[config.mk]
export PLATFORM = sky130hd
export DESIGN_NAME = fpar_front
export DESIGN_NICKNAME = d
export VERILOG_FILES = /design/src/rtl/core/fixed_point_alu_rounding_top_assert.svh /design/src/rtl/core/fpar_pkg.sv /design/src/rtl/core/fpar_front.sv
export SDC_FILE = /design/constraint.sdc
export NUM_CORES = 2
export LEC_CHECK = 0
export BUFFER_PORTS_ARGS = -buffer_cell sky130_fd_sc_hd__buf_2
export CAP_MARGIN = 20
export CELL_PAD_IN_SITES_DETAIL_PLACEMENT = 0
export CELL_PAD_IN_SITES_GLOBAL_PLACEMENT = 1
export CORE_MARGIN = 1.5
export CORE_UTILIZATION = 33
export DETAILED_ROUTE_END_ITERATION = 6
export GPL_TIMING_DRIVEN = 1
export PLACE_DENSITY_LB_ADDON = 0.1
export SYNTH_ARGS = -nofsm -noshare
export SYNTH_HDL_FRONTEND = slang
export SYNTH_SLANG_ARGS = --single-unit
[constraint.sdc]
create_clock -name clk_i -period 11.4 [get_ports clk_i]
set_input_delay 1.14 -clock clk_i [delete_from_list [all_inputs] [get_ports clk_i]]
set_output_delay 1.14 -clock clk_i [all_outputs]
set_load 0.005 [all_outputs]
[src/rtl/core/fixed_point_alu_rounding_top_assert.svh]
// ----------------------------------------------------------------------------
// fixed point alu assertion macros
// concurrent assertion helpers, empty when synthesising
// ----------------------------------------------------------------------------
`ifndef FIXED_POINT_ALU_ROUNDING_TOP_ASSERT_SVH
`define FIXED_POINT_ALU_ROUNDING_TOP_ASSERT_SVH

`ifndef SYNTHESIS
`define FPAR_ASSERT_IMP(label, clk, rst_n, ante, cons) \
  label: assert property (@(posedge clk) disable iff (!rst_n) (ante) |-> (cons)) \
    else $error("assertion failed");
`define FPAR_ASSERT_NXT(label, clk, rst_n, ante, cons) \
  label: assert property (@(posedge clk) disable iff (!rst_n) (ante) |=> (cons)) \
    else $error("assertion failed");
`else
`define FPAR_ASSERT_IMP(label, clk, rst_n, ante, cons)
`define FPAR_ASSERT_NXT(label, clk, rst_n, ante, cons)
`endif

`endif

[src/rtl/core/fpar_pkg.sv]
// ----------------------------------------------------------------------------
// fixed point alu package
// shared types, codes and widths
// ----------------------------------------------------------------------------
package fpar_pkg;

  localparam int MW = 32;
  localparam int QW = 2 * MW - 1;
  localparam int WW = $clog2(MW + 1);
  localparam int FW = $clog2(MW);

  typedef enum logic [1:0] {
    CMD_ADD = 2'd0,
    CMD_SUB = 2'd1,
    CMD_MUL = 2'd2,
    CMD_DIV = 2'd3
  } cmd_e;

  typedef enum logic [1:0] {
    RND_ZERO    = 2'd0,
    RND_NEAREST = 2'd1,
    RND_POS     = 2'd2,
    RND_NEG     = 2'd3
  } rnd_e;

  localparam logic [1:0] REG_INT  = 2'd0;
  localparam logic [1:0] REG_FRAC = 2'd1;
  localparam logic [1:0] REG_MODE = 2'd2;

  typedef struct packed {
    logic [WW-1:0] width;
    logic [FW-1:0] frac;
    logic [FW-1:0] msb;
    logic [MW-1:0] mask;
    rnd_e          mode;
  } fmt_t;

  typedef struct packed {
    logic          valid;
    cmd_e          cmd;
    logic          neg;
    logic [MW-1:0] rem;
    logic [QW-1:0] nq;
    logic [MW-1:0] divisor;
  } cell_t;

endpackage

[src/rtl/core/fpar_front.sv]
// ----------------------------------------------------------------------------
// fixed point alu front end
// operand decode, multiply and add/subtract ahead of the divider cells
// ----------------------------------------------------------------------------
module fpar_front (
  input  logic                      clk_i,
  input  logic                      rst_ni,
  input  logic                      en_i,
  input  logic                      in_valid_i,
  input  logic [1:0]                cmd_i,
  input  logic [31:0]               operand_a_i,
  input  logic [31:0]               operand_b_i,
  input  fpar_pkg::fmt_t            fmt_i,
  output fpar_pkg::cell_t           cell_o
);
  import fpar_pkg::*;

  logic          s0_valid_q;
  cmd_e          s0_cmd_q;
  logic          s0_neg_q;
  logic [MW-1:0] s0_va_q, s0_vb_q, s0_ma_q, s0_mb_q;
  logic [MW-1:0] va, vb, ma, mb;
  logic          na, nb;
  logic [2*MW-1:0] prod;
  logic [QW-1:0]   num;
  logic [MW-1:0]   addsub;
  cell_t           cell_d, cell_q;

  assign va = operand_a_i & fmt_i.mask;
  assign vb = operand_b_i & fmt_i.mask;
  assign na = va[fmt_i.msb];
  assign nb = vb[fmt_i.msb];
  assign ma = na ? ((~va + MW'(1)) & fmt_i.mask) : va;
  assign mb = nb ? ((~vb + MW'(1)) & fmt_i.mask) : vb;

  always_ff @(posedge clk_i or negedge rst_ni) begin
    if (!rst_ni) begin
      s0_valid_q <= 1'b0;
      s0_cmd_q   <= CMD_ADD;
      s0_neg_q   <= 1'b0;
      s0_va_q    <= '0;
      s0_vb_q    <= '0;
      s0_ma_q    <= '0;
      s0_mb_q    <= '0;
    end else if (en_i) begin
      s0_valid_q <= in_valid_i;
      s0_cmd_q   <= cmd_e'(cmd_i);
      s0_neg_q   <= na ^ nb;
      s0_va_q    <= va;
      s0_vb_q    <= vb;
      s0_ma_q    <= ma;
      s0_mb_q    <= mb;
    end
  end

  assign prod   = s0_ma_q * s0_mb_q;
  assign num    = QW'(s0_ma_q) << fmt_i.frac;
  assign addsub = (s0_cmd_q == CMD_SUB) ? (s0_va_q - s0_vb_q) : (s0_va_q + s0_vb_q);

  always_comb begin
    cell_d.valid   = s0_valid_q;
    cell_d.cmd     = s0_cmd_q;
    cell_d.neg     = s0_neg_q;
    cell_d.rem     = '0;
    cell_d.divisor = s0_mb_q;
    case (s0_cmd_q)
      CMD_MUL: cell_d.nq = prod[QW-1:0];
      CMD_DIV: cell_d.nq = num;
      default: cell_d.nq = QW'(addsub);
    endcase
  end

  always_ff @(posedge clk_i or negedge rst_ni) begin
    if (!rst_ni) begin
      cell_q <= '0;
    end else if (en_i) begin
      cell_q <= cell_d;
    end
  end

  assign cell_o = cell_q;

endmodule

==> metrics <==
area of the multi-input gates between 30000 and 40000 sq um; largest net degree at the start of global routing roughly 150; Syn Area/Cell 8.92 sq um; critical path data required time 11840 ps; initial antenna violation count 21; htree depth 1; Fmax achieved ~0.11 GHz; slowest CP cell a2111oi_0; initial core utilization between 30% and 40%; Buf/Inv on CP 3; synth-to-layout area growth 8.09%; Final Hold Vio Count 0; Core Area about 150000 sq um; Num CTS Buffers 29; status finished, final reports clean; layout cells sized above 1 a little under 9%; Hold Path Class input pin to asynchronous set/reset pin; Pre-antenna DRT Iters 6; row cnt 140; CP delay by family, top adder cells; Residual DRC 0; final worst clock skew 16.7 ps; GRT Overall Usage around 24%; max-cap viol count 0; Worst Tran Pin Value about 1400 ps; Num Clock Sinks between 200 and 250; CP max FO 21; # setup viols final 0; Resized cells post-CTS 0; worst vdd ir 0.000404 V; sequential area share after synthesis roughly an eighth; post-route ant nets 0; post-CTS setup buffers 0; worst hold margin ~470 ps; routed wire length between 150000 and 200000 microns; via count around 38000; Yosys warnings 0; Reg area roughly 5700 sq um; Die W 386 microns; Worst-Skew Late Latency about 630 ps; DR WL/cell 24.0 microns; Mapped Cells approximately 5400; Synth area leader fa_1; Final period util ~78%; crit start category register; GPL Wtd Cong 0.875; first-pass GRT wire length about 270000 microns; number of flops mapped to enable cells by yosys 0; clock root cell clkbuf_16; vias in the first global route a little under 40000; cell area power density 242 nW/um^2; Die ar. 149000 sq um; Fin Setup TNS 0 ps; Yosys cell types 91; Crit Path Category register to register; Post-DP HPWL ~140000 microns; Primary FF master, synth dfrtp_1; initial DRC count 2354; post-layout min period 8880 ps; Area after DPL a little over 50000 sq um; largest cells by area after synthesis fa_1 (37%), dfrtp_1 (12%), and2_1 (7.7%); Cell Chain, Critical Path buf_4, and2_1, fa_1, fa_1, inv_1, fa_1, fa_1, inv_1, fa_1, fa_1, fa_1, fa_1, ha_1, and3_1, nand2_1, nor2_1, o211ai_1, a21oi_1, nor2b_1, mux2_2, a2111oi_0, a21oi_1; most frequent CP cell fa_1; Final Util between 30% and 40%; I/O pin cnt ~250; delay of the slowest critical-path stage around 1100 ps; CTS tree yes; ys async rst share 100%; fin. max-slew vios 0; IO buf count 210; leak pwr 25.5 nW; Worst-path clk slew about 60 ps; grt total ovfl 0; DR vias/cell 5.11; CP arrival 9320 ps; Nets around 6700; Worst slew margin 5.95%; RSZ-0062 raised after global routing no; Post-CTS Hold Buffers 0; post-synth top area share approximately 37%; post-route cell area ~52000 sq um; Max clock buf depth 3; CP endpoint kind register; number of synthesized register bits 229; chip height between 300 and 400 microns; Netlist Area Pre-Place around 48000 sq um; # fillers about 15000
## through the flow
stage | cells | total power [mW] | setup slack [ps]
after floorplan | 5458 | 7.82 | 4050
final | 7382 | 12.7 | 2520
after CTS | 7374 | 12.7 | 2530
after global routing | 7375 | 13.9 | 2160
after detailed placement | 7323 | 11.6 | 2600
after global placement | 7322 | 11.7 | 2100
## logic make-up after synthesis
logic type      count (synthesis)  synth area share, %
compound gates                729                 9.88
xor+xnor                      172                 3.11
fa+ha+maj                    1188                 44.6
buf+inv                      1265                 10.1
flops                         229                 11.8
mux                           114                 2.93
other cells                     1              0.00775
simple gates                 1729                 17.5
## registers in the layout (all words and copies together), names as in the netlist
name / cells
s0_cmd_q: 2
s0_vb_q: 32
s0_va_q: 32
s0_ma_q: 31
cell_o: 99
s0_mb_q: 31
s0_valid_q: 1
s0_neg_q: 1
## final timing paths
kind | from | cells after the start | slack [ps] | end
setup / recovery | s0_mb_q[10] | 22 | 2520 | cell_o[62]
hold / removal | rst_ni | 1 | 470 | cell_o[36]
setup reg to reg | s0_mb_q[10] | 22 | 2520 | cell_o[62]
hold reg to reg | cell_o[80] | 1 | 480 | cell_o[80]
max in group asynchronous | rst_ni | 2 | 9490 | cell_o[24]
min in group clk_i | cell_o[80] | 1 | 480 | cell_o[80]
## synthesized netlist by cell type (5+ instances only)
library cell / n
fa_1: 896
buf_4: 32
o31ai_1: 16
xor2_1: 89
a21oi_1: 163
mux2_2: 60
mux2i_1: 38
a221oi_1: 6
inv_1: 891
a21o_1: 60
clkbuf_1: 312
nor2b_1: 14
o211ai_1: 34
dfrtp_1: 229
buf_1: 5
and3_1: 14
o221ai_1: 28
nor2_1: 163
o22ai_1: 15
o2bb2ai_1: 63
o21ai_0: 179
ha_1: 292
buf_2: 21
nand3_1: 74
or2_2: 8
nor3_1: 25
nand2b_1: 11
nand4_1: 27
o41ai_1: 5
a21boi_0: 7
o32a_1: 5
o21bai_1: 9
a31oi_1: 36
nand2_1: 764
o21ai_1: 19
a222oi_1: 5
mux4_2: 15
xnor2_1: 83
o31a_1: 7
o21a_1: 18
and2_1: 597
a211oi_1: 11
## placed cells by master (no fill, tap or decap), types with 18 or more instances in the layout
master,count
fa_1,896
xor2_1,89
xnor2_1,83
nor3_1,25
o2bb2ai_1,63
o21ai_0,179
nand2_1,764
conb_1,32
dfrtp_1,227
buf_2,208
o21ai_1,18
nand4_1,27
mux2_2,60
a21oi_1,163
a31oi_1,36
o211ai_1,34
o221ai_1,28
ha_1,292
buf_4,105
inv_1,890
nand3_1,74
and2_1,597
clkbuf_16,29
a21o_1,60
nor2_1,162
mux2i_1,38
o21a_1,18
## layout make-up
cell class	count	share of cell area, %
diodes	8	0.0383
clock buffers	40	1.62
clock inverters	11	0.227
inverters	894	6.42
multi-input cells	3964	72.4
flip-flops and latches	229	11.0
well taps	1917	4.58
repair buffers	319	3.72
## per-layer routing
layer  vias to the layer above  global-route usage, %  routed length [microns]
met1                     19800                   35.7                    84600
met2                       925                   37.8                    79700
met5                         -                      0                       72
met4                         8                   5.16                     4030
met3                       153                   2.61                     8590
li1                      16800                      -                        -
## where the power goes
part	switching, mW	internal (mW)
Sequential	0.251	0.969
Combinational	6.68	3.76
Clock	0.444	0.544
Total	7.38	5.27
Note: power is estimated with default switching activity, not from simulation.
