<file path="src/rtl/core/fixed_point_alu_rounding_top_assert.svh">
// ----------------------------------------------------------------------------
// fixed point alu assertion macros
// concurrent assertion helpers, empty when synthesising
// ----------------------------------------------------------------------------
`ifndef FIXED_POINT_ALU_ROUNDING_TOP_ASSERT_SVH
`define FIXED_POINT_ALU_ROUNDING_TOP_ASSERT_SVH

`ifndef SYNTHESIS
`define FPAR_ASSERT_IMP(label, clk, rst_n, ante, cons) \
  label: assert property (@(posedge clk) disable iff (!rst_n) (ante) |-> (cons)) \
    else $error("assertion failed");
`define FPAR_ASSERT_NXT(label, clk, rst_n, ante, cons) \
  label: assert property (@(posedge clk) disable iff (!rst_n) (ante) |=> (cons)) \
    else $error("assertion failed");
`else
`define FPAR_ASSERT_IMP(label, clk, rst_n, ante, cons)
`define FPAR_ASSERT_NXT(label, clk, rst_n, ante, cons)
`endif

`endif

</file>
<file path="src/rtl/core/fpar_pkg.sv">
// ----------------------------------------------------------------------------
// fixed point alu package
// shared types, codes and widths
// ----------------------------------------------------------------------------
package fpar_pkg;

  localparam int MW = 32;
  localparam int QW = 2 * MW - 1;
  localparam int WW = $clog2(MW + 1);
  localparam int FW = $clog2(MW);

  typedef enum logic [1:0] {
    CMD_ADD = 2'd0,
    CMD_SUB = 2'd1,
    CMD_MUL = 2'd2,
    CMD_DIV = 2'd3
  } cmd_e;

  typedef enum logic [1:0] {
    RND_ZERO    = 2'd0,
    RND_NEAREST = 2'd1,
    RND_POS     = 2'd2,
    RND_NEG     = 2'd3
  } rnd_e;

  localparam logic [1:0] REG_INT  = 2'd0;
  localparam logic [1:0] REG_FRAC = 2'd1;
  localparam logic [1:0] REG_MODE = 2'd2;

  typedef struct packed {
    logic [WW-1:0] width;
    logic [FW-1:0] frac;
    logic [FW-1:0] msb;
    logic [MW-1:0] mask;
    rnd_e          mode;
  } fmt_t;

  typedef struct packed {
    logic          valid;
    cmd_e          cmd;
    logic          neg;
    logic [MW-1:0] rem;
    logic [QW-1:0] nq;
    logic [MW-1:0] divisor;
  } cell_t;

endpackage

</file>
<file path="src/rtl/core/fpar_round.sv">
// ----------------------------------------------------------------------------
// fixed point alu rounding stage
// rounding decision, sign, wrap and the output register
// ----------------------------------------------------------------------------
module fpar_round (
  input  logic            clk_i,
  input  logic            rst_ni,
  input  logic            en_i,
  input  fpar_pkg::fmt_t  fmt_i,
  input  fpar_pkg::cell_t cell_i,
  output logic            out_valid_o,
  output logic [31:0]     result_code_o,
  output logic            div_by_zero_o
);
  import fpar_pkg::*;

  logic [QW-1:0] mul_q, mul_rem, mul_half;
  logic [MW:0]   twice;
  logic [MW-1:0] q_d;
  logic          inexact_d, gt_d, eq_d, neg_d, dz_d;

  logic          t1_valid_q, t1_inexact_q, t1_gt_q, t1_eq_q, t1_neg_q, t1_dz_q;
  logic [MW-1:0] t1_q_q;

  logic          inc;
  logic [MW-1:0] q1, res;
  logic          out_valid_q, dz_q;
  logic [MW-1:0] res_q;

  assign mul_q    = cell_i.nq >> fmt_i.frac;
  assign mul_rem  = cell_i.nq & ~({QW{1'b1}} << fmt_i.frac);
  assign mul_half = (QW'(1) << fmt_i.frac) >> 1;
  assign twice    = {cell_i.rem, 1'b0};

  always_comb begin
    q_d       = cell_i.nq[MW-1:0];
    inexact_d = 1'b0;
    gt_d      = 1'b0;
    eq_d      = 1'b0;
    neg_d     = 1'b0;
    dz_d      = 1'b0;
    case (cell_i.cmd)
      CMD_MUL: begin
        q_d       = mul_q[MW-1:0];
        inexact_d = mul_rem != '0;
        gt_d      = mul_rem > mul_half;
        eq_d      = mul_rem == mul_half;
        neg_d     = cell_i.neg;
      end
      CMD_DIV: begin
        inexact_d = cell_i.rem != '0;
        gt_d      = twice > {1'b0, cell_i.divisor};
        eq_d      = twice == {1'b0, cell_i.divisor};
        neg_d     = cell_i.neg;
        dz_d      = cell_i.divisor == '0;
      end
      default: ;
    endcase
  end

  always_ff @(posedge clk_i or negedge rst_ni) begin
    if (!rst_ni) begin
      t1_valid_q   <= 1'b0;
      t1_q_q       <= '0;
      t1_inexact_q <= 1'b0;
      t1_gt_q      <= 1'b0;
      t1_eq_q      <= 1'b0;
      t1_neg_q     <= 1'b0;
      t1_dz_q      <= 1'b0;
    end else if (en_i) begin
      t1_valid_q   <= cell_i.valid;
      t1_q_q       <= q_d;
      t1_inexact_q <= inexact_d;
      t1_gt_q      <= gt_d;
      t1_eq_q      <= eq_d;
      t1_neg_q     <= neg_d;
      t1_dz_q      <= dz_d;
    end
  end

  always_comb begin
    case (fmt_i.mode)
      RND_NEAREST: inc = t1_inexact_q && (t1_gt_q || (t1_eq_q && t1_q_q[0]));
      RND_POS:     inc = t1_inexact_q && !t1_neg_q;
      RND_NEG:     inc = t1_inexact_q && t1_neg_q;
      default:     inc = 1'b0;
    endcase
  end

  assign q1  = t1_q_q + MW'(inc);
  assign res = t1_dz_q ? '0 : ((t1_neg_q ? (~q1 + MW'(1)) : q1) & fmt_i.mask);

  always_ff @(posedge clk_i or negedge rst_ni) begin
    if (!rst_ni) begin
      out_valid_q <= 1'b0;
      res_q       <= '0;
      dz_q        <= 1'b0;
    end else if (en_i) begin
      out_valid_q <= t1_valid_q;
      res_q       <= res;
      dz_q        <= t1_dz_q;
    end
  end

  assign out_valid_o   = out_valid_q;
  assign result_code_o = res_q;
  assign div_by_zero_o = dz_q;

endmodule

</file>
<file path="config.mk">
export PLATFORM = sky130hd
export DESIGN_NAME = fpar_round
export DESIGN_NICKNAME = d
export VERILOG_FILES = /design/src/rtl/core/fixed_point_alu_rounding_top_assert.svh /design/src/rtl/core/fpar_pkg.sv /design/src/rtl/core/fpar_round.sv
export SDC_FILE = /design/constraint.sdc
export NUM_CORES = 1
export LEC_CHECK = 0
export BUFFER_PORTS_ARGS = -buffer_cell sky130_fd_sc_hd__buf_2
export CORE_MARGIN = 2
export CORE_UTILIZATION = 50
export CTS_BUF_LIST = sky130_fd_sc_hd__clkbuf_8 sky130_fd_sc_hd__clkbuf_16
export CTS_CLUSTER_DIAMETER = 50
export DETAILED_ROUTE_END_ITERATION = 7
export GPL_TIMING_DRIVEN = 0
export PLACE_DENSITY = 0.77
export SLEW_MARGIN = 40
export SYNTH_ARGS = -nofsm -noshare
export SYNTH_HDL_FRONTEND = slang
export SYNTH_SLANG_ARGS = --single-unit
export TNS_END_PERCENT = 30
</file>
<file path="constraint.sdc">
create_clock -name clk_i -period 9.5 [get_ports clk_i]
set_clock_uncertainty 0.15 [all_clocks]
set_input_delay 1.425 -clock clk_i [delete_from_list [all_inputs] [get_ports clk_i]]
set_output_delay 1.425 -clock clk_i [all_outputs]
set_load 0.005 [all_outputs]
</file>
==> results of run 1 <==
## power by group through the flow
stage | registers, mW | logic (mW) | clock network, mW
after floorplan | 0.375 | 0.352 | 0
after global placement | 0.377 | 0.539 | 0
after detailed placement | 0.379 | 0.547 | 0
after CTS | 0.374 | 0.551 | 0.338
after global routing | 0.379 | 0.609 | 0.351
final | 0.374 | 0.561 | 0.335
## worst paths after layout
kind                                   from                end  slack [ns]
max                               fmt_i[40]            t1_gt_q        3.93
min                        result_code_o[7]   result_code_o[7]        0.33
max reg2reg                        t1_neg_q  result_code_o[28]        4.28
min reg2reg                result_code_o[7]   result_code_o[7]        0.33
max in group asynchronous            rst_ni         t1_q_q[17]        7.89
min in group asynchronous            rst_ni  result_code_o[14]        0.81
## layer usage
metal,routed length (microns),vias to the layer above
met5,0,-
met2,17300,578
met1,15200,5117
met3,3160,87
met4,1420,0
li1,-,4963
## worst register-to-register path: cells and delay by family (launching register included)
kind	cells	cell delay, ns
xor gates and xnor gates	2	0.37
AOI/OAI and AO/OA	4	1.07
adders and majority gates	2	0.57
and+or+nand+nor	7	1.92
DFF	1	0.41
buffers and inverters	2	0.62
## stage by stage
step	power (mW)	std cells	cell area, sq um
after global routing	1.34	1709	11500
after global placement	0.916	1692	11200
after CTS	1.26	1709	11500
final	1.27	1709	11500
after detailed placement	0.925	1693	11300
after floorplan	0.727	1222	9870
## area by class of cell
class                           count  area (sq um)  share of cell area, %
Buffer                             86           342                   2.96
Clock inverter                      7          72.6                  0.628
Timing Repair Buffer              206          1050                   9.11
Sequential cell                    72          1800                   15.6
Inverter                           54           203                   1.76
Clock buffer                        9           225                   1.95
Multi-Input combinational cell   1010          7520                   65.1
Tap cell                          265           332                   2.87
## logic make-up after synthesis
| group | Yosys count |
|---|---|
| adders and majority gates | 65 |
| AOI/OAI and AO/OA | 279 |
| muxes | 170 |
| buffers and inverters | 140 |
| xor gates and xnor gates | 62 |
| and+or+nand+nor | 434 |
| DFF | 72 |
## cells in the final DEF (no fill, tap or decap), types with 5 or more instances in the layout
cell	n
buf_2	214
nand2_1	118
nor2_1	102
mux2i_1	97
o21ai_0	72
dfrtp_1	72
ha_1	65
inv_1	53
clkbuf_1	51
mux2_2	50
a21oi_1	49
xnor2_1	39
nand4_1	32
nand3_1	31
nor3_1	28
o211ai_1	28
a21o_1	25
a32o_1	25
nor4_1	24
nor2b_1	23
xor2_1	23
buf_1	22
mux4_2	22
and2_1	17
a211oi_1	15
and3_1	13
clkbuf_16	9
o21ai_1	8
a31o_2	7
a21boi_0	6
o21a_1	6
or3_1	5
o2bb2ai_1	5
or4_1	5
a221oi_1	5
==> flow_summary.toml, run 1 <==
[outcome]
outcome = "finished, final reports clean"

[synthesis]
syn_avg_cell_area_sq_um = 8.07
synthArstFlopShare_pct = 100
synth_seq_cells = 72
yosys_warnings = 0
synthCells = 1222
synth_commonest_cells = "118 x nand2_1, 102 x nor2_1, 97 x mux2i_1"
synth_most_common_cell = "nand2_1"
synth_area_leaders = "dfrtp_1 18%, mux2i_1 9.8%, ha_1 8.2%, mux2_2 5.7%, mux4_2 5.0%"
seq_area_frac_synth_pct = 18.3
synth_mux_area_share_pct = 20.7
synth_edf_count = 0
synth_xor_area_share_pct = 5.50
yosysTopAreaCellShare_pct = 18.3
synth_fa_ha_area_share_pct = 8.24
synth_top_family_by_area = "simple AND/OR/NAND/NOR gates"
yosysTopAreaCell = "dfrtp_1"
synth.distinct_cells = 74
syn_nets = 1471
syn-cell-area_sq_um = 9870
ys.flop_type = "dfrtp_1"
yosys.area_share.simple_pct = 22.3
synth_compound_area_share_pct = 19.4

[global_route]
grt.overflow.total = 0
grt_pass1_wl_microns = 56900
gr-usage-all-layers_pct = 35.4
use_met2_pct = 57.6
grt_max_degree = 41
first_global_vias = 10100
busiest_layer = "met2"
antenna_found_initial = 0
grt_util_met1_pct = 47.9
use_met3_pct = 4.37

[cts]
holdBufCountCts = 0
cts-root-buf = "clkbuf_16"
clockBufferDepth = 2
cts_tree = "done"
cts_htree_levels = 3
clk_pin_slew_worst_paths_ns = 0.06
cts_setup_buffers = 0
cts_sinks = 72
clk-insertion-delay-late_ns = 0.34
cts_resized = 0
cts_buffers = 9

[routing]
ant_nets = 0
wl_per_cell_microns = 21.7
vias = 10700
drc_errors = 0
drt-total-wl_microns = 37100
vias_per_cell = 6.29
firstDrtPassIters = 5
dr.first_iter.drc_count = 1063

[setup_path]
path_buf_inv = 4
cp_max_fo = 10
ff2ff_path_depth = 17
crit_path_end_kind = "register"
critPathKind = "input port to register"
crit_cells = 13
critPathSlowestCell = "buf_1"
worst_ep_required_time_ns = 9.56
startpoint_type = "input port"
crit_top_cell = "clkbuf_1"
arrival_ns = 5.63
cpPeakStageDelay_ns = 0.59
crit_chain = "buf_2 -> clkbuf_1 -> buf_1 -> clkbuf_1 -> nor2b_1 -> nand4b_1 -> ha_1 -> nand4_1 -> nor4_1 -> nand2_1 -> or3_1 -> a31oi_1 -> o22ai_1"
critPathTopFamily = "simple AND/OR/NAND/NOR gates"

[power_and_ir_drop]
p_leak_nw = 5.19
seqPwrFrac_pct = 29.5
power.density_nw_per_um2 = 110
swShare_pct = 38.3
max-vdd-ir-drop_v = 0.0000878
internal-power_uw = 783
p_clk_share_pct = 26.4
pwr-share-comb_pct = 44.2
power.switching_uw = 487

[sta]
holdWs_ns = 0.333
fin_ws_ns = 3.93
tightest_slew_ns = 0.877
post-route-min-period_ns = 5.57
tns_ns = 0
slew_violations = 0
setup_violations = 0
fmax_mhz = 180
rsz0062_at_grt = "false"
maxSlewHeadroom_pct = 41.6
finalHoldViolCount = 0
fin_crit_sh_pct = 58.6

[layout]
layout.nets = 1688
drive_gt1_share_pct = 23.0
synthToLayoutAreaGrowth_pct = 17.0
fill_cells = 1846
final_util_pct = 59.5
antennaDiodeCount = 0

[placed_design]
numPortBuffers = 205
post-place-ws_ns = 3.69
place.gp.congestion = 1.05
dp_hpwl_microns = 30600

[floorplanning]
die-height_microns = 144
fp-row-count = 51
core_area_sq_um = 19400
die_x_microns = 144
ios = 218
start_util_pct = 50.9
die_area_sq_um = 20900

[job]
cap_violations = 0

[min_path]
holdCritPathClass = "register to register"
min_path_cells = 1
Power figures use the tool's default switching activity.
==> run 2: changes to the inputs <==
--- a/config.mk
+++ b/config.mk
@@ -5,6 +5,7 @@
 export SDC_FILE = /design/constraint.sdc
 export NUM_CORES = 1
 export LEC_CHECK = 0
+export ABC_AREA = 1
 export BUFFER_PORTS_ARGS = -buffer_cell sky130_fd_sc_hd__buf_2
 export CORE_MARGIN = 2
 export CORE_UTILIZATION = 50
==> constraint.sdc (replaced) <==
create_clock -name clk_i -period 5.4 [get_ports clk_i]
set_clock_uncertainty 0.15 [all_clocks]
set_input_delay 0.81 -clock clk_i [delete_from_list [all_inputs] [get_ports clk_i]]
set_output_delay 0.81 -clock clk_i [all_outputs]
set_load 0.005 [all_outputs]
==> run 2 against run 1 <==
Synthesized cell count up 42%. Critical path depth grew 8. Clock power up 86%. Worst setup slack lost 2.7 ns. Critical path type is now register to register. Critical endpoint is now result_code_o[30].
==> flow_summary.toml, run 2 <==
[routing]
dr.first_iter.drc_count = 1343
firstDrtPassIters = 6
drc_errors = 0
ant_nets = 0
wl_per_cell_microns = 18.5
vias_per_cell = 5.76
vias = 12800
drt-total-wl_microns = 41200

[cts]
cts_setup_buffers = 0
cts_htree_levels = 3
cts_resized = 0
clk-insertion-delay-late_ns = 0.35
cts_buffers = 9
holdBufCountCts = 0
clockBufferDepth = 2
clk_pin_slew_worst_paths_ns = 0.07
cts-root-buf = "clkbuf_16"
cts_sinks = 72
cts_tree = "done"

[layout]
antennaDiodeCount = 0
synthToLayoutAreaGrowth_pct = 17.0
layout.nets = 2202
layout_commonest_cell = "nand2_1"
drive_gt1_share_pct = 14.6
final_cell_mix = "598 x nand2_1, 216 x buf_2, 181 x inv_1, 168 x o21ai_0, 149 x nor2_1"

[global_route]
grt_pass1_wl_microns = 62500
first_global_vias = 11900
grt.overflow.total = 0
antenna_found_initial = 0
gr-usage-all-layers_pct = 38.8
grt_max_degree = 53

[setup_path]
critPathKind = "register to register"
arrival_ns = 4.22
worst_ep_required_time_ns = 5.48
startpoint_type = "register"
regToRegSetupSlack_ns = 1.27
crit_top_cell = "nand2_1"
cpPeakStageDelay_ns = 0.41
critPathTopFamily = "simple AND/OR/NAND/NOR gates"
path_buf_inv = 3
ff2ff_path_depth = 21
crit_path_end_kind = "register"
r2r_start = "t1_neg_q"
r2r_end = "result_code_o[30]"
crit_cells = 21
cp_max_fo = 10
critPathSlowestCell = "dfrtp_1"
crit_chain = "inv_1 -> clkbuf_1 -> nand2_1 -> xnor2_1 -> nand3_1 -> inv_1 -> ha_1 -> ha_1 -> nand2_2 -> nor2_4 -> nand3_2 -> o21ai_2 -> nand2_2 -> nor2_1 -> nand2_1 -> nor2_1 -> nand2_1 -> nand2_1 -> nand3_1 -> nand3_1 -> nand2_1"

[sta]
rsz0062_at_grt = "false"
tightest_slew_ns = 0.843
fin_crit_sh_pct = 76.5
finalHoldViolCount = 0
tns_ns = 0
slew_violations = 0
fmax_mhz = 242
setup_violations = 0
post-route-min-period_ns = 4.13
maxSlewHeadroom_pct = 43.6

[floorplanning]
fp-row-count = 51
core_area_sq_um = 19500
die_area_sq_um = 20900
start_util_pct = 50.9
die-height_microns = 145
ios = 218
die_x_microns = 145

[synthesis]
synth_edf_count = 0
syn_nets = 1987
ys.flop_type = "dfrtp_1"
synth_commonest_cells = "598 x nand2_1, 181 x inv_1, 168 x o21ai_0"
synthCells = 1738
yosysTopAreaCell = "nand2_1"
yosysTopAreaCellShare_pct = 22.7
synth.distinct_cells = 47
syn_avg_cell_area_sq_um = 5.70
synth_area_leaders = "nand2_1 23%, dfrtp_1 18%, o21ai_0 8.5%, ha_1 8.2%, inv_1 6.9%"
synth_seq_cells = 72
syn-cell-area_sq_um = 9900
synth_most_common_cell = "nand2_1"
yosys_warnings = 0
seq_area_frac_synth_pct = 18.2
synthArstFlopShare_pct = 100

[power_and_ir_drop]
p_clk_share_pct = 28.0
internal-power_mw = 1.28
p_leak_nw = 6.06
max-vdd-ir-drop_v = 0.000159
pwr-share-comb_pct = 42.5
seqPwrFrac_pct = 29.5
power.switching_uw = 941
swShare_pct = 42.4
power.density_nw_per_um2 = 192
finalPower_mw = 2.22

[outcome]
outcome = "finished, final reports clean"

[placed_design]
numPortBuffers = 203
place.gp.congestion = 1.05
dp_hpwl_microns = 34300

[min_path]
holdCritPathClass = "input port to asynchronous set/reset pin"

[job]
cap_violations = 0
-- run 2: changes by cell type in the layout (fill, tap and decap cells not counted), sizes merged, moves of 24 or more --
cell and delta:
a21oi +49, inv +134, mux2 -51, a21o -24, mux2i -86, nor2 +60
nand3 +71, xnor2 -35, nand2 +500, o21ai +103
-- run 2: final cells by class --
cell class | instances | area, sq um
Timing Repair Buffer | 204 | 1050
Tap cell | 265 | 332
Clock inverter | 7 | 77.6
Buffer | 76 | 310
Sequential cell | 72 | 1800
Clock buffer | 9 | 225
Fill cell | 2003 | 7880
Multi-Input combinational cell | 1400 | 7070
Inverter | 190 | 713
-- run 2: logic make-up after synthesis --
family | synth area share, %
flops | 18.2
simple gates | 40.9
mux | 1.11
fa+ha+maj | 8.22
xor+xnor | 1.33
buf+inv | 10.3
compound gates | 19.9
-- run 2: worst max-delay path by stage --
stage / startpoint / endpoint / slack [ns]
floorplan: fmt_i[40] / t1_gt_q / 2.08
global placement: fmt_i[41] / t1_gt_q / 1.07
detailed placement: fmt_i[41] / t1_gt_q / 1.06
CTS: fmt_i[41] / t1_gt_q / 1.41
global route: t1_neg_q / result_code_o[30] / 1.04
finish: t1_neg_q / result_code_o[30] / 1.27
-- run 2: per-stage QoR --
step	setup slack [ns]	util [%]	cells	hold WS, ns	cell area, sq um
floorplan	2.08	-	1738	0.292	9900
global placement	1.07	57.8	2206	0.303	11200
detailed placement	1.06	58.0	2207	0.310	11300
CTS	1.41	59.5	2223	0.162	11600
global route	1.04	59.5	2223	0.169	11600
finish	1.27	59.5	2223	0.158	11600
-- run 2: power groups by stage --
stage,registers [mW],logic (mW),clock network (mW)
2_1_floorplan,0.657,0.568,0
3_3_place_gp,0.661,0.903,0
3_5_place_dp,0.663,0.914,0
4_1_cts,0.653,0.921,0.622
5_1_grt,0.663,1.05,0.646
6_report,0.655,0.946,0.622
-- run 2: routing by layer --
metal  routed length, microns  GRT usage [%]  up-vias
li1                         -              -     6158
met1                    16300           48.7     5805
met2                    18500           62.8      688
met3                     4100           8.23      161
met4                     2330           20.2        0
met5                        0              0        -
==> run 3: changes to the inputs <==
--- a/config.mk
+++ b/config.mk
@@ -13,7 +13,7 @@
 export CTS_CLUSTER_DIAMETER = 50
 export DETAILED_ROUTE_END_ITERATION = 7
 export GPL_TIMING_DRIVEN = 0
-export PLACE_DENSITY = 0.77
+export PLACE_DENSITY = 0.8
 export SLEW_MARGIN = 40
 export SYNTH_ARGS = -nofsm -noshare
 export SYNTH_HDL_FRONTEND = slang
==> constraint.sdc (replaced) <==
create_clock -name clk_i -period 3.55 [get_ports clk_i]
set_clock_uncertainty 0.15 [all_clocks]
set_input_delay 0.5325 -clock clk_i [delete_from_list [all_inputs] [get_ports clk_i]]
set_output_delay 0.5325 -clock clk_i [all_outputs]
set_load 0.005 [all_outputs]
==> run 3 against run 2 <==
Clock power up 64%. Flip-flop and latch count unchanged. Wire length up 2.6%. Highest routed layer unchanged. Design area up 1.7%. Worst setup slack worse by 1.1 ns. Final cell count up 0.27%.
==> flow_summary.toml, run 3 (synthesis gave the netlist of run 2 again) <==
[sta]
fin_ws_ns = 0.144
finalHoldViolCount = 0
tightest_slew_ns = 0.863
setup_violations = 0
fin_crit_sh_pct = 95.9
slew_violations = 0
holdWs_ns = 0.240
maxSlewHeadroom_pct = 42.2
fmax_mhz = 294
post-route-min-period_ns = 3.41

[setup_path]
critPathKind = "input port to register"
startpoint_type = "input port"
arrival_ns = 3.48
worst_ep_required_time_ns = 3.62
ff2ff_path_depth = 22
crit_path_end_kind = "register"
cp_max_fo = 10

[floorplanning]
core_area_sq_um = 19500
ios = 218
start_util_pct = 50.9
die_area_sq_um = 20900
die_x_microns = 145
die-height_microns = 145
fp-row-count = 51

[power_and_ir_drop]
seqPwrFrac_pct = 28.8
swShare_pct = 41.2
max-vdd-ir-drop_v = 0.000228
power.density_nw_per_um2 = 295
p_clk_share_pct = 29.3
internal-power_mw = 2.05
p_leak_nw = 6.15
power.switching_mw = 1.43
pwr-share-comb_pct = 42.0

[routing]
ant_nets = 0
dr.first_iter.drc_count = 1150
wirelength_met1_microns = 16400
top_layer = "met4"
wl_per_cell_microns = 19.0
drc_errors = 0
vias = 12900
vias_per_cell = 5.80
dr_wl_met3_microns = 3810
firstDrtPassIters = 7
drt-total-wl_microns = 42300
dr_wl_met2_microns = 19900

[min_path]
min_path_cells = 3
holdCritPathClass = "input port to register"

[placed_design]
place.gp.congestion = 1.09
dp_hpwl_microns = 34500
numPortBuffers = 203
post-place-ws_ns = -0.618

[cts]
clk_pin_slew_worst_paths_ns = 0.06
cts_sinks = 72
cts_tree = "done"
clockBufferDepth = 2
cts_htree_levels = 3
cts_buffers = 9
clk-insertion-delay-late_ns = 0.34
cts-root-buf = "clkbuf_16"

[global_route]
grt_pass1_wl_microns = 64300
first_global_vias = 12100
antenna_found_initial = 0
grt.overflow.total = 0
gr-usage-all-layers_pct = 40.1
grt_max_degree = 62

[layout]
multiInputGateArea_sq_um = 7170
register_area_sq_um = 1800
drive_gt1_share_pct = 16.4
final_util_pct = 60.5
fill_cells = 1996
layout.nets = 2208
antennaDiodeCount = 0
synthToLayoutAreaGrowth_pct = 19.0
final_cell_mix = "591 x nand2_1, 217 x buf_2, 181 x inv_1, 167 x o21ai_0, 139 x nor2_1"
layout_commonest_cell = "nand2_1"

[job]
cap_violations = 0

[outcome]
outcome = "finished, final reports clean"
-- run 3: path summary, 6_finish.rpt --
check,from,to,slack (ns)
max,fmt_i[40],t1_gt_q,0.14
min,cell_i[130],t1_valid_q,0.24
max reg2reg,t1_neg_q,result_code_o[25],0.20
min reg2reg,result_code_o[26],result_code_o[26],0.33
max in group asynchronous,rst_ni,t1_q_q[22],2.28
min in group asynchronous,rst_ni,result_code_o[24],0.41
-- run 3: final cells by class --
| cell class | count | area share [%] |
|---|---|---|
| Sequential cell | 72 | 15.3 |
| Tap cell | 265 | 2.81 |
| Multi-Input combinational cell | 1400 | 60.9 |
| Inverter | 190 | 6.09 |
| Clock buffer | 10 | 2.03 |
| Timing Repair Buffer | 211 | 9.38 |
| Clock inverter | 6 | 0.765 |
| Buffer | 75 | 2.77 |
-- run 3: what timing repair did --
action | 4_1_cts | 5_1_grt
hold buffers | 1 | 0
endpoints found under the setup margin | 20 | 20
endpoints found under the hold margin | 11 | 0
resized for setup | 11 | 33
pin swaps | 1 | 5
setup buffers | 2 | 4
-- run 3: worst max-delay path: stages --
cell and delay (ns):
buf_2 0.14, buf_2 0.21, buf_1 0.33, nor3_2 0.45
nand2_1 0.12, ha_1 0.32, nand4_1 0.12, or3b_2 0.53
nor4_2 0.32, nor2_1 0.08, a21oi_1 0.20, a21oi_1 0.09
-- run 3: power by group through the flow --
stage               logic [mW]  clock network, mW  registers (mW)
finish                    1.46               1.02            1.00
CTS                       1.41               1.02           0.995
detailed placement        1.39                  0            1.01
global route              1.62               1.06            1.01
floorplan                0.864                  0            1.00
global placement          1.37                  0            1.01
-- run 3: routing by layer --
layer  global-route usage, %  vias up
met5                       0        -
met4                    20.6        0
met3                    8.13      148
met2                    67.1      721
met1                    48.9     5892
li1                        -     6175
-- run 3: per-stage QoR --
step                instance area [sq um]  std cells  total power [mW]  setup TNS [ns]
floorplan                            9900       1738              1.86               0
global placement                    11200       2206              2.38           -2.70
detailed placement                  11300       2207              2.40           -4.58
CTS                                 11700       2226              3.42               0
global route                        11800       2229              3.69         -0.0724
finish                              11800       2229              3.48               0
